--- src/rtl/wsfd_pkg.sv ---
// Shared types and constants of the WebSocket frame deframer.
// No dependencies; imported by every module of the block.
package wsfd_pkg;

  localparam int unsigned QueueDepthDef = 2;

  localparam logic [31:0] MaxLenReset = 32'hffff_ffff;

  localparam logic [6:0] LenCode16 = 7'd126;
  localparam logic [6:0] LenCode64 = 7'd127;

  localparam logic [3:0] ExtBytes16 = 4'd2;
  localparam logic [3:0] ExtBytes64 = 4'd8;
  localparam logic [3:0] KeyBytes   = 4'd4;

  typedef enum logic [5:0] {
    PhHdr0    = 6'b000001,
    PhHdr1    = 6'b000010,
    PhExtLen  = 6'b000100,
    PhKey     = 6'b001000,
    PhPayload = 6'b010000,
    PhHalted  = 6'b100000
  } phase_e;

  typedef enum logic [1:0] {
    KindData  = 2'd0,
    KindEmpty = 2'd1,
    KindError = 2'd2
  } kind_e;

  typedef struct packed {
    kind_e      kind;
    logic [7:0] raw;
    logic [7:0] key;
    logic [3:0] opcode;
    logic       last;
  } cmd_t;

endpackage

--- src/rtl/wsfd_front.sv ---
// Header parser: accepts received bytes, tracks frame state and emits result requests.
// Depends on wsfd_pkg.
module wsfd_front import wsfd_pkg::*; (
  input  logic        clk_i,
  input  logic        rst_ni,
  input  logic        cfg_we_i,
  input  logic [31:0] cfg_wdata_i,
  input  logic        rx_valid_i,
  output logic        rx_ready_o,
  input  logic [7:0]  rx_byte_i,
  output logic        push_valid_o,
  input  logic        push_ready_i,
  output cmd_t        push_cmd_o
);

  phase_e      phase_q, phase_d;
  logic [3:0]  opcode_q, opcode_d;
  logic        mask_q, mask_d;
  logic [3:0]  ext_q, ext_d;
  logic [63:0] remaining_q, remaining_d;
  logic [31:0] key_q, key_d;
  logic [1:0]  key_idx_q, key_idx_d;
  logic [31:0] max_len_q;

  logic        fire;
  logic [6:0]  code;
  logic [63:0] ext_len;
  logic [63:0] chk_len;
  logic        too_big;
  logic        len_done;
  logic        start;
  logic [7:0]  key_sel;

  assign rx_ready_o = push_ready_i;
  assign fire       = rx_valid_i & push_ready_i;

  always_comb begin
    case (key_idx_q)
      2'd0:    key_sel = key_q[31:24];
      2'd1:    key_sel = key_q[23:16];
      2'd2:    key_sel = key_q[15:8];
      default: key_sel = key_q[7:0];
    endcase
    if (!mask_q) begin
      key_sel = 8'h00;
    end
  end

  always_comb begin
    phase_d      = phase_q;
    opcode_d     = opcode_q;
    mask_d       = mask_q;
    ext_d        = ext_q;
    remaining_d  = remaining_q;
    key_d        = key_q;
    key_idx_d    = key_idx_q;
    len_done     = 1'b0;
    start        = 1'b0;
    push_valid_o = 1'b0;
    push_cmd_o   = '{kind: KindData, raw: 8'h00, key: 8'h00, opcode: opcode_q, last: 1'b0};
    code         = rx_byte_i[6:0];
    ext_len      = {remaining_q[55:0], rx_byte_i};
    chk_len      = (phase_q == PhHdr1) ? {57'd0, code} : ext_len;
    too_big      = (|chk_len[63:32]) || (chk_len[31:0] > max_len_q);

    if (fire) begin
      case (phase_q)
        PhHdr0: begin
          opcode_d = rx_byte_i[3:0];
          phase_d  = PhHdr1;
        end
        PhHdr1: begin
          mask_d      = rx_byte_i[7];
          key_d       = '0;
          remaining_d = '0;
          if (code == LenCode16) begin
            ext_d   = ExtBytes16;
            phase_d = PhExtLen;
          end else if (code == LenCode64) begin
            ext_d   = ExtBytes64;
            phase_d = PhExtLen;
          end else begin
            remaining_d = chk_len;
            len_done    = 1'b1;
          end
        end
        PhExtLen: begin
          remaining_d = ext_len;
          ext_d       = ext_q - 4'd1;
          len_done    = (ext_q == 4'd1);
        end
        PhKey: begin
          key_d = {key_q[23:0], rx_byte_i};
          ext_d = ext_q - 4'd1;
          start = (ext_q == 4'd1);
        end
        PhPayload: begin
          push_valid_o    = 1'b1;
          push_cmd_o.raw  = rx_byte_i;
          push_cmd_o.key  = key_sel;
          push_cmd_o.last = (remaining_q == 64'd1);
          remaining_d     = remaining_q - 64'd1;
          key_idx_d       = key_idx_q + 2'd1;
          if (remaining_q == 64'd1) begin
            phase_d = PhHdr0;
          end
        end
        default: ;
      endcase

      if (len_done) begin
        if (too_big) begin
          phase_d         = PhHalted;
          push_valid_o    = 1'b1;
          push_cmd_o.kind = KindError;
          push_cmd_o.last = 1'b1;
        end else if (mask_d) begin
          ext_d   = KeyBytes;
          phase_d = PhKey;
        end else begin
          start = 1'b1;
        end
      end

      if (start) begin
        key_idx_d = 2'd0;
        if (remaining_d == 64'd0) begin
          phase_d         = PhHdr0;
          push_valid_o    = 1'b1;
          push_cmd_o.kind = KindEmpty;
          push_cmd_o.last = 1'b1;
        end else begin
          phase_d = PhPayload;
        end
      end
    end
  end

  always_ff @(posedge clk_i or negedge rst_ni) begin
    if (!rst_ni) begin
      phase_q     <= PhHdr0;
      opcode_q    <= '0;
      mask_q      <= 1'b0;
      ext_q       <= '0;
      remaining_q <= '0;
      key_q       <= '0;
      key_idx_q   <= '0;
      max_len_q   <= MaxLenReset;
    end else begin
      phase_q     <= phase_d;
      opcode_q    <= opcode_d;
      mask_q      <= mask_d;
      ext_q       <= ext_d;
      remaining_q <= remaining_d;
      key_q       <= key_d;
      key_idx_q   <= key_idx_d;
      if (cfg_we_i) begin
        max_len_q <= cfg_wdata_i;
      end
    end
  end

endmodule

--- src/rtl/wsfd_queue.sv ---
// Small result request queue between the parser and the output stage.
// Depends on wsfd_pkg.
module wsfd_queue import wsfd_pkg::*; #(
  parameter int unsigned Depth = QueueDepthDef
) (
  input  logic clk_i,
  input  logic rst_ni,
  input  logic in_valid_i,
  output logic in_ready_o,
  input  cmd_t in_cmd_i,
  output logic out_valid_o,
  input  logic out_ready_i,
  output cmd_t out_cmd_o
);

  localparam int unsigned PtrW = (Depth > 1) ? $clog2(Depth) : 1;
  localparam int unsigned CntW = $clog2(Depth + 1);

  cmd_t            slots_q [Depth];
  logic [PtrW-1:0] wr_ptr_q, rd_ptr_q;
  logic [CntW-1:0] cnt_q;
  logic            push, pop;

  assign in_ready_o  = (cnt_q != CntW'(Depth));
  assign out_valid_o = (cnt_q != '0);
  assign out_cmd_o   = slots_q[rd_ptr_q];
  assign push        = in_valid_i & in_ready_o;
  assign pop         = out_valid_o & out_ready_i;

  always_ff @(posedge clk_i) begin
    if (push) begin
      slots_q[wr_ptr_q] <= in_cmd_i;
    end
  end

  always_ff @(posedge clk_i or negedge rst_ni) begin
    if (!rst_ni) begin
      wr_ptr_q <= '0;
      rd_ptr_q <= '0;
      cnt_q    <= '0;
    end else begin
      if (push) begin
        wr_ptr_q <= (wr_ptr_q == PtrW'(Depth - 1)) ? '0 : wr_ptr_q + 1'b1;
      end
      if (pop) begin
        rd_ptr_q <= (rd_ptr_q == PtrW'(Depth - 1)) ? '0 : rd_ptr_q + 1'b1;
      end
      if (push && !pop) begin
        cnt_q <= cnt_q + 1'b1;
      end else if (pop && !push) begin
        cnt_q <= cnt_q - 1'b1;
      end
    end
  end

endmodule

--- src/rtl/wsfd_back.sv ---
// Output stage: unmasks payload bytes and holds the result register.
// Depends on wsfd_pkg.
module wsfd_back import wsfd_pkg::*; (
  input  logic       clk_i,
  input  logic       rst_ni,
  input  logic       cmd_valid_i,
  output logic       cmd_ready_o,
  input  cmd_t       cmd_i,
  output logic       result_valid_o,
  input  logic       result_ready_i,
  output logic [1:0] result_kind_o,
  output logic [7:0] payload_byte_o,
  output logic [3:0] frame_opcode_o,
  output logic       last_of_frame_o
);

  logic       valid_q;
  kind_e      kind_q;
  logic [7:0] data_q;
  logic [3:0] opcode_q;
  logic       last_q;

  assign cmd_ready_o = !valid_q || result_ready_i;

  always_ff @(posedge clk_i or negedge rst_ni) begin
    if (!rst_ni) begin
      valid_q <= 1'b0;
    end else if (cmd_ready_o) begin
      valid_q <= cmd_valid_i;
    end
  end

  always_ff @(posedge clk_i) begin
    if (cmd_ready_o && cmd_valid_i) begin
      kind_q   <= cmd_i.kind;
      data_q   <= cmd_i.raw ^ cmd_i.key;
      opcode_q <= cmd_i.opcode;
      last_q   <= cmd_i.last;
    end
  end

  assign result_valid_o  = valid_q;
  assign result_kind_o   = kind_q;
  assign payload_byte_o  = data_q;
  assign frame_opcode_o  = opcode_q;
  assign last_of_frame_o = last_q;

endmodule

--- src/rtl/websocket_frame_deframer.sv ---
// WebSocket receive frame deframer top level: parser, request queue, output stage.
// Depends on wsfd_pkg, wsfd_front, wsfd_queue, wsfd_back.
//
// Takes one received byte per clock and splits the stream into WebSocket frames: header
// bytes give no result, each payload byte comes out unmasked with the frame opcode and a
// last flag, an empty frame gives one empty-frame result, and a frame longer than the
// max_payload_length register gives one error result after which every byte is taken and
// dropped until reset. A byte is accepted every cycle while the QueueDepth-entry request
// queue has room; the queue and the output register let the input keep flowing for a
// while when the result side stalls. Each result passes the request queue, then the
// output register. Write the limit register only while no frame is in progress.
module websocket_frame_deframer import wsfd_pkg::*; #(
  parameter int unsigned QueueDepth = QueueDepthDef
) (
  input  logic        clk_i,
  input  logic        rst_ni,
  input  logic        cfg_we_i,
  input  logic [31:0] cfg_wdata_i,
  input  logic        rx_valid_i,
  output logic        rx_ready_o,
  input  logic [7:0]  rx_byte_i,
  output logic        result_valid_o,
  input  logic        result_ready_i,
  output logic [1:0]  result_kind_o,
  output logic [7:0]  payload_byte_o,
  output logic [3:0]  frame_opcode_o,
  output logic        last_of_frame_o
);

  logic push_valid, push_ready;
  cmd_t push_cmd;
  logic pop_valid, pop_ready;
  cmd_t pop_cmd;

  wsfd_front u_front (
    .clk_i        (clk_i),
    .rst_ni       (rst_ni),
    .cfg_we_i     (cfg_we_i),
    .cfg_wdata_i  (cfg_wdata_i),
    .rx_valid_i   (rx_valid_i),
    .rx_ready_o   (rx_ready_o),
    .rx_byte_i    (rx_byte_i),
    .push_valid_o (push_valid),
    .push_ready_i (push_ready),
    .push_cmd_o   (push_cmd)
  );

  wsfd_queue #(
    .Depth (QueueDepth)
  ) u_queue (
    .clk_i       (clk_i),
    .rst_ni      (rst_ni),
    .in_valid_i  (push_valid),
    .in_ready_o  (push_ready),
    .in_cmd_i    (push_cmd),
    .out_valid_o (pop_valid),
    .out_ready_i (pop_ready),
    .out_cmd_o   (pop_cmd)
  );

  wsfd_back u_back (
    .clk_i           (clk_i),
    .rst_ni          (rst_ni),
    .cmd_valid_i     (pop_valid),
    .cmd_ready_o     (pop_ready),
    .cmd_i           (pop_cmd),
    .result_valid_o  (result_valid_o),
    .result_ready_i  (result_ready_i),
    .result_kind_o   (result_kind_o),
    .payload_byte_o  (payload_byte_o),
    .frame_opcode_o  (frame_opcode_o),
    .last_of_frame_o (last_of_frame_o)
  );

endmodule

--- config.mk ---
export PLATFORM = sky130hd
export DESIGN_NAME = websocket_frame_deframer
export DESIGN_NICKNAME = d
export VERILOG_FILES = /design/src/rtl/wsfd_pkg.sv /design/src/rtl/wsfd_front.sv /design/src/rtl/wsfd_queue.sv /design/src/rtl/wsfd_back.sv /design/src/rtl/websocket_frame_deframer.sv
export SDC_FILE = /design/constraint.sdc
export NUM_CORES = 1
export LEC_CHECK = 0
export BUFFER_PORTS_ARGS = -buffer_cell sky130_fd_sc_hd__buf_2
export CORE_MARGIN = 2
export CORE_UTILIZATION = 30
export DETAILED_ROUTE_END_ITERATION = 6
export PLACE_DENSITY_LB_ADDON = 0.12
export SLEW_MARGIN = 20
export SYNTH_ARGS = -nofsm -noshare
export SYNTH_HDL_FRONTEND = slang
export SYNTH_SLANG_ARGS = --single-unit
--- constraint.sdc ---
create_clock -name clk_i -period 5.7 [get_ports clk_i]
set_input_delay 0.855 -clock clk_i [delete_from_list [all_inputs] [get_ports clk_i]]
set_output_delay 0.855 -clock clk_i [all_outputs]
set_load 0.05 [all_outputs]
---- After elaboration in Yosys (flattened, before gate mapping) ----
Memory sizes are Yosys's and may differ from the RTL's.
Index checks and enable logic that the tools add are counted.
word-level totals
  bits in writable memories ............... 46
  flip-flop bits (word level) ............. 165
  memories kept ........................... 1
operators by class
  equality and inequality tests ........... 12
  magnitude comparators ................... 1
  reduce and logical (&&, ||, !) cells .... 19
  add/sub/neg operators ................... 7
  multiplexer cells ....................... 60
  bitwise operators ....................... 4
memories
  name             depth  width  read ports  clocked after Yosys merged registers in  wr ports  line              text
  u_queue.slots_q  2      23     1           0                                        1         wsfd_queue.sv:19  cmd_t slots_q [Depth];
operator list
  operator                                                                count
  64-bit 2-to-1 mux                                                       4
  64-bit one-hot mux with 3 select lines                                  1
  64-bit by 1-bit equality test with 1-bit output, second input constant  1
  64-bit logical NOT                                                      1
  32-bit one-hot mux with 2 select lines                                  1
  64-bit by 1-bit subtractor with 64-bit output, second input constant    1
  6-bit 2-to-1 mux                                                        7
  32-bit greater-than comparator                                          1
  32-bit OR reduction                                                     1
  1-bit 2-to-1 mux                                                        26
  8-bit one-hot mux with 3 select lines                                   1
  4-bit 2-to-1 mux                                                        5
  18-bit 2-to-1 mux                                                       1
  6-bit one-hot mux with 3 select lines                                   1
  16-bit 2-to-1 mux                                                       1
  2-bit 2-to-1 mux                                                        8
  7-bit equality test, second input constant                              2
  8-bit 2-to-1 mux                                                        1
  4-bit one-hot mux with 2 select lines                                   1
  2-bit nonzero test                                                      4
  8-bit XOR                                                               1
  6-bit by 1-bit equality test with 1-bit output, second input constant   1
  6-bit by 2-bit equality test with 1-bit output, second input constant   1
  6-bit by 3-bit equality test with 1-bit output, second input constant   1
  19 further kinds                                                        30

---- Longest topological paths before layout ----
  depth after elaboration ................. 15
  gate-level depth with buffers ........... 20

---- By module ----
A second synthesis with hierarchy kept.
second synthesis, totals
  cell total of the unflattened synthesis .. 1317
  area, all modules ....................... 12445.7 um2
by module, submodules not included
  module      sequential area each (um2)  area each (um2)  times used  cells each
  wsfd_front  3669.8                      9912.0           1           1200
  wsfd_queue  1481.4                      1959.4           1           90
  wsfd_back   475.5                       574.3            1           27

---- Worst setup path before layout ----
OpenSTA, ideal clock, no wires.
  path kind ............................... register to register
  from .................................... reg u_front.phase_q[2]
  to ...................................... mem u_queue.slots_q[0][0] in the netlist's numbering, enable pin
  slack ................................... 0.603 ns
  data arrival time ....................... 4.715 ns
  buffers on the path ..................... 3
  library setup time ...................... 0.382 ns
  stages on the path, launching flop included .. 18
  clock period less this slack ............ 5.097 ns
  cells stage by stage .................... dfrtp_1 -> clkbuf_1 -> nor3_1 -> nand3_1 -> clkbuf_1 -> clkbuf_1 -> and2_1 -> ha_1 -> nand4_1 -> or4_1 -> o21bai_1 -> o22ai_1 -> nor3b_1 -> a31oi_1 -> nor4bb_1 -> nand4_2 -> a31oi_4 -> and2_1
between the ends
  word-level cells in the longest chain between the ends .. 13
  elaborated cells on any way between the ends .. 31
  those cells by class .................... order compare: 1; eq/ne: 4; mux: 22; bitwise: 1; reduce/logical: 3
ends and longest elaborated chain
  item                                                                    line               text
  start: declaration                                                      wsfd_front.sv:16   phase_e phase_q, phase_d;
  start signal: assignment                                                wsfd_front.sv:141  phase_q <= PhHdr0;
  start signal: assignment                                                wsfd_front.sv:150  phase_q <= phase_d;
  branches (longest 8 deep; another with 32-bit greater-than comparator)  -
  1-bit 2-to-1 mux (*)                                                    wsfd_front.sv:125  if (start) begin
  1-bit 2-to-1 mux (*)                                                    wsfd_front.sv:66   if (fire) begin
  1-bit AND (*)                                                           wsfd_queue.sv:27   assign push = in_valid_i & in_ready_o;
  via u_queue.push                                                        wsfd_queue.sv:22   logic push, pop;
  1-bit 2-to-1 mux (*)                                                    wsfd_queue.sv:31   if (push) begin
  1-bit 2-to-1 mux (implied by the code) (*)                              wsfd_queue.sv:32   slots_q[wr_ptr_q] <= in_cmd_i;
  end: declaration                                                        wsfd_queue.sv:19
Mark *: on every way through the listed nets, which the timed path passes. The select of a mux whose other input is x is not followed.

---- Worst setup path after layout ----
  from .................................... reg u_front.remaining_q[5]
  to ...................................... mem u_queue.slots_q[0][12] in the netlist's numbering, enable pin
between the ends
  word-level cells in the longest chain between the ends .. 12
  elaborated cells on any way between the ends .. 20
  those cells by class .................... add/sub: 1; order compare: 1; mux: 15; bitwise: 1; reduce/logical: 2
ends and longest elaborated chain
  item                                                                                   line               text
  start: declaration                                                                     wsfd_front.sv:20   logic [63:0] remaining_q, remaining_d;
  start signal: assignment                                                               wsfd_front.sv:154  remaining_q <= remaining_d;
  branches (longest 7 deep; another with 64-bit by 1-bit subtractor with 64-bit output)  -
  1-bit 2-to-1 mux (*)                                                                   wsfd_front.sv:125
  1-bit 2-to-1 mux (*)                                                                   wsfd_front.sv:66
  1-bit AND (*)                                                                          wsfd_queue.sv:27
  via u_queue.push                                                                       wsfd_queue.sv:22
  1-bit 2-to-1 mux (*)                                                                   wsfd_queue.sv:31
  1-bit 2-to-1 mux (implied by the code) (*)                                             wsfd_queue.sv:32
Marks and branches as above.

==> impl_metrics.toml <==
[synthesis]
synth_edf_count = 61
synthMuxAreaShare_pct = 1.475
synthXorXnorAreaFrac_pct = 2.218
yosysTopAreaCellShare_pct = 23.17
ys_warn_count = 0
synthCells = 1398
netlist_top_cells_count = "nand2_1 (162), o21ai_0 (132), dfrtp_1 (117)"
ys.flop_type = "dfrtp_1"
yosysUniqueCellTypes = 82
ys_seq_elements = 211
synth_area_leader_cell = "dfrtp_1"
async_reset_ff_share_pct = 71.09
synth-compound-area-share_pct = 19.93
synth_top_family_by_area = "simple AND/OR/NAND/NOR gates"
synth-simple-area-share_pct = 22.45
mappedNetlistNets = 1484
post-synth-top-count-cell = "nand2_1"
syn_area_um2 = 12640
yosys-top-cells-area = "dfrtp_1 (23%), edfxtp_1 (14%), dfstp_2 (6.9%)"
synthAdderAreaFrac_pct = 4.059
seq_area_frac_synth_pct = 44.52
post_synth.cell_area_avg_um2 = 9.040

[routing]
drc = 0
num_vias = 11260
routed_wl_um = 44160
drt-wirelength-per-cell_um = 22.49
first_pass_iters = 5
ant_nets = 0
avgViaCountPerCell = 5.735
drtIter0Drc = 1039

[sta]
finalCritPeriodShare_pct = 89.95
drv_slew = 0
final-hold-violation-count = 0
setup_ws_ps = 572.7
max_freq_mhz = 195.0
tightest_slew_ps = 1019
report.final.setup_viol = 0
rsz0062_at_grt = "false"
clock_skew_ps = 23.13
setup-tns-final_ps = 0
fin_crit_ps = 5127
relSlewSlack_pct = 31.50

[cells_and_area]
syn2layout_area_growth_pct = 13.69
antenna_cells = 0
fillerInstances = 4348
drive_gt1_share_pct = 15.02
finalNetCount = 1491

[critical_path]
path_max_fanout = 23
critPathCaptureType = "flop"
r2r_setup_slack_ps = 570
worstPathRequired_ps = 5950
critPathArrivalTime_ps = 5370
path_class = "reg -> reg"
start_kind = "flop"

[cts]
root_buffer = "clkbuf_16"
clock_latency_ps = 560
cts_buffers = 26
cts_tree = "done"
htreeDepth = 1
postCtsSetupBuffers = 0
cts_sinks = 211
ctsHoldBuffers = 0
cts_buffer_depth = 3
clk_pin_slew_ps = 60

[pwr]
clkPwrFrac_pct = 25.1
swShare_pct = 44.03
p_switching_mw = 3.042
p_seq_share_pct = 34.8
powerDensity_nw_per_um2 = 480.8
ir_drop_v = 0.0002199
p_leak_nw = 5.698
pwr-share-comb_pct = 40.1
intPower_mw = 3.867

[place]
port_buffers = 61
place_ws_ps = 131.2
place_hpwl_um = 30900
gp_congestion = 0.8781

[global_route]
grt_pass1_wl_um = 68320
antenna_found_initial = 0
grt_remaining_overflow = 0
grt_max_degree = 73
grtUsageTotal_pct = 20.16
grt_pass1_vias = 10950

[job]
max_cap_violations = 0

[floorplan]
die_h_um = 209.3
die_x_um = 209.3
core_region_area_um2 = 41760
rows = 75
dieArea_um2 = 43790
pin_count = 62
start_util_pct = 30.27

[hold_path]
hold_class = "in -> async"

[run_status]
outcome = "completed"
repair_timing:
action,CTS,global route
gates resized for setup,0,2
endpoints found under the hold margin,0,0
endpoints found under the setup margin,0,48
per-layer routing:
metal  up-vias  global-route usage [%]  part of all wire, %
met4         0                   6.601                  3.3
met1      5566                   28.51                   46
li1       5205                       -                    -
met3        95                   3.337                  6.2
met2       397                   31.43                   45
met5         -                       0                    0
logic make-up after synthesis:
group	Yosys count
flip-flops	211
XOR/XNOR	32
AND/OR/NAND/NOR	542
AO/OA/AOI/OAI	381
adder cells (fa/ha/maj)	41
multiplexers	17
buffers and inverters	174
registers in the layout, indices dropped and copies added, names as in the netlist:
| signal | count |
|---|---|
| u_back.frame_opcode_o | 4 |
| u_back.last_of_frame_o | 1 |
| u_back.payload_byte_o | 8 |
| u_back.result_kind_o | 2 |
| u_back.result_valid_o | 1 |
| u_front.ext_q | 4 |
| u_front.key_idx_q | 2 |
| u_front.key_q | 32 |
| u_front.mask_q | 1 |
| u_front.max_len_q | 32 |
| u_front.opcode_q | 4 |
| u_front.phase_q | 6 |
| u_front.remaining_q | 64 |
| u_queue.cnt_q | 2 |
| u_queue.rd_ptr_q | 1 |
| u_queue.slots_q | 46 |
| u_queue.wr_ptr_q | 1 |
stage by stage:
step           util [%]  cells  cell area (um^2)  total power [mW]  hold WS [ps]
5_1_grt           34.41   1964             14370             7.329         386.0
2_1_floorplan         -   1398             12640             4.172         436.6
4_1_cts           34.39   1964             14360             6.936         355.0
6_report          34.41   1964             14370             6.909         331.7
3_3_place_gp      32.29   1916             13480             5.174         456.9
3_5_place_dp      32.29   1916             13480             5.165         464.7
final timing paths:
kind | startpoint | to | cells after the start
hold / removal | rst_ni | u_front.key_q[9] | 1
setup / recovery | u_front.remaining_q[5] | u_queue.slots_q[0][12] | 11
setup reg to reg | u_front.remaining_q[5] | u_queue.slots_q[0][12] | 11
min in group clk_i | u_front.opcode_q[0] | u_queue.slots_q[0][1] | 0
hold reg to reg | u_front.opcode_q[0] | u_queue.slots_q[0][1] | 0
max in group asynchronous | rst_ni | u_front.remaining_q[7] | 2
final cells by class:
cell class                 instances  area, um^2  area share [%]
clock buffer                      34       690.7           4.807
sequential                       211        5627           39.16
multi-input combinational       1013        6367           44.31
timing repair buffer              99       621.8           4.328
inverter                          54       202.7           1.411
tap                              539       674.4           4.693
clock inverter                    14       185.2           1.289
worst max-delay path: stages, from the launching register on:
cell      delay [ps]
dfrtp_1          550
nor4_2           940
nand2_1          410
nor4_1           790
o211a_1          210
o21ai_0          190
nor3_1           470
nor4bb_1         390
nand4_2          200
a31oi_4          280
and2_1           200
buf_12           190
placed cells by master (no fill, tap or decap), types with 19 or more instances in the layout:
master	Yosys	layout
buf_4	1	36
nor4_1	42	42
buf_2	9	60
nor3_1	53	53
ha_1	41	41
nand2_1	162	160
nand3_1	27	26
dfstp_2	33	33
xnor2_1	19	19
a22o_1	42	42
edfxtp_1	61	61
dfrtp_1	117	117
a31oi_1	28	28
a21oi_1	55	55
and2_1	28	27
o21ai_0	132	132
inv_1	54	54
clkbuf_16	0	26
nor2_1	103	101
nand4_1	27	27
power by group through the flow:
stage / Sequential, mW / Clock, mW / Combinational [mW]
floorplan: 2.25 / 0 / 1.92
global placement: 2.43 / 0 / 2.74
detailed placement: 2.42 / 0 / 2.75
CTS: 2.40 / 1.78 / 2.76
global route: 2.46 / 1.84 / 3.04
finish: 2.40 / 1.74 / 2.77
Power figures use the tool's default switching activity.
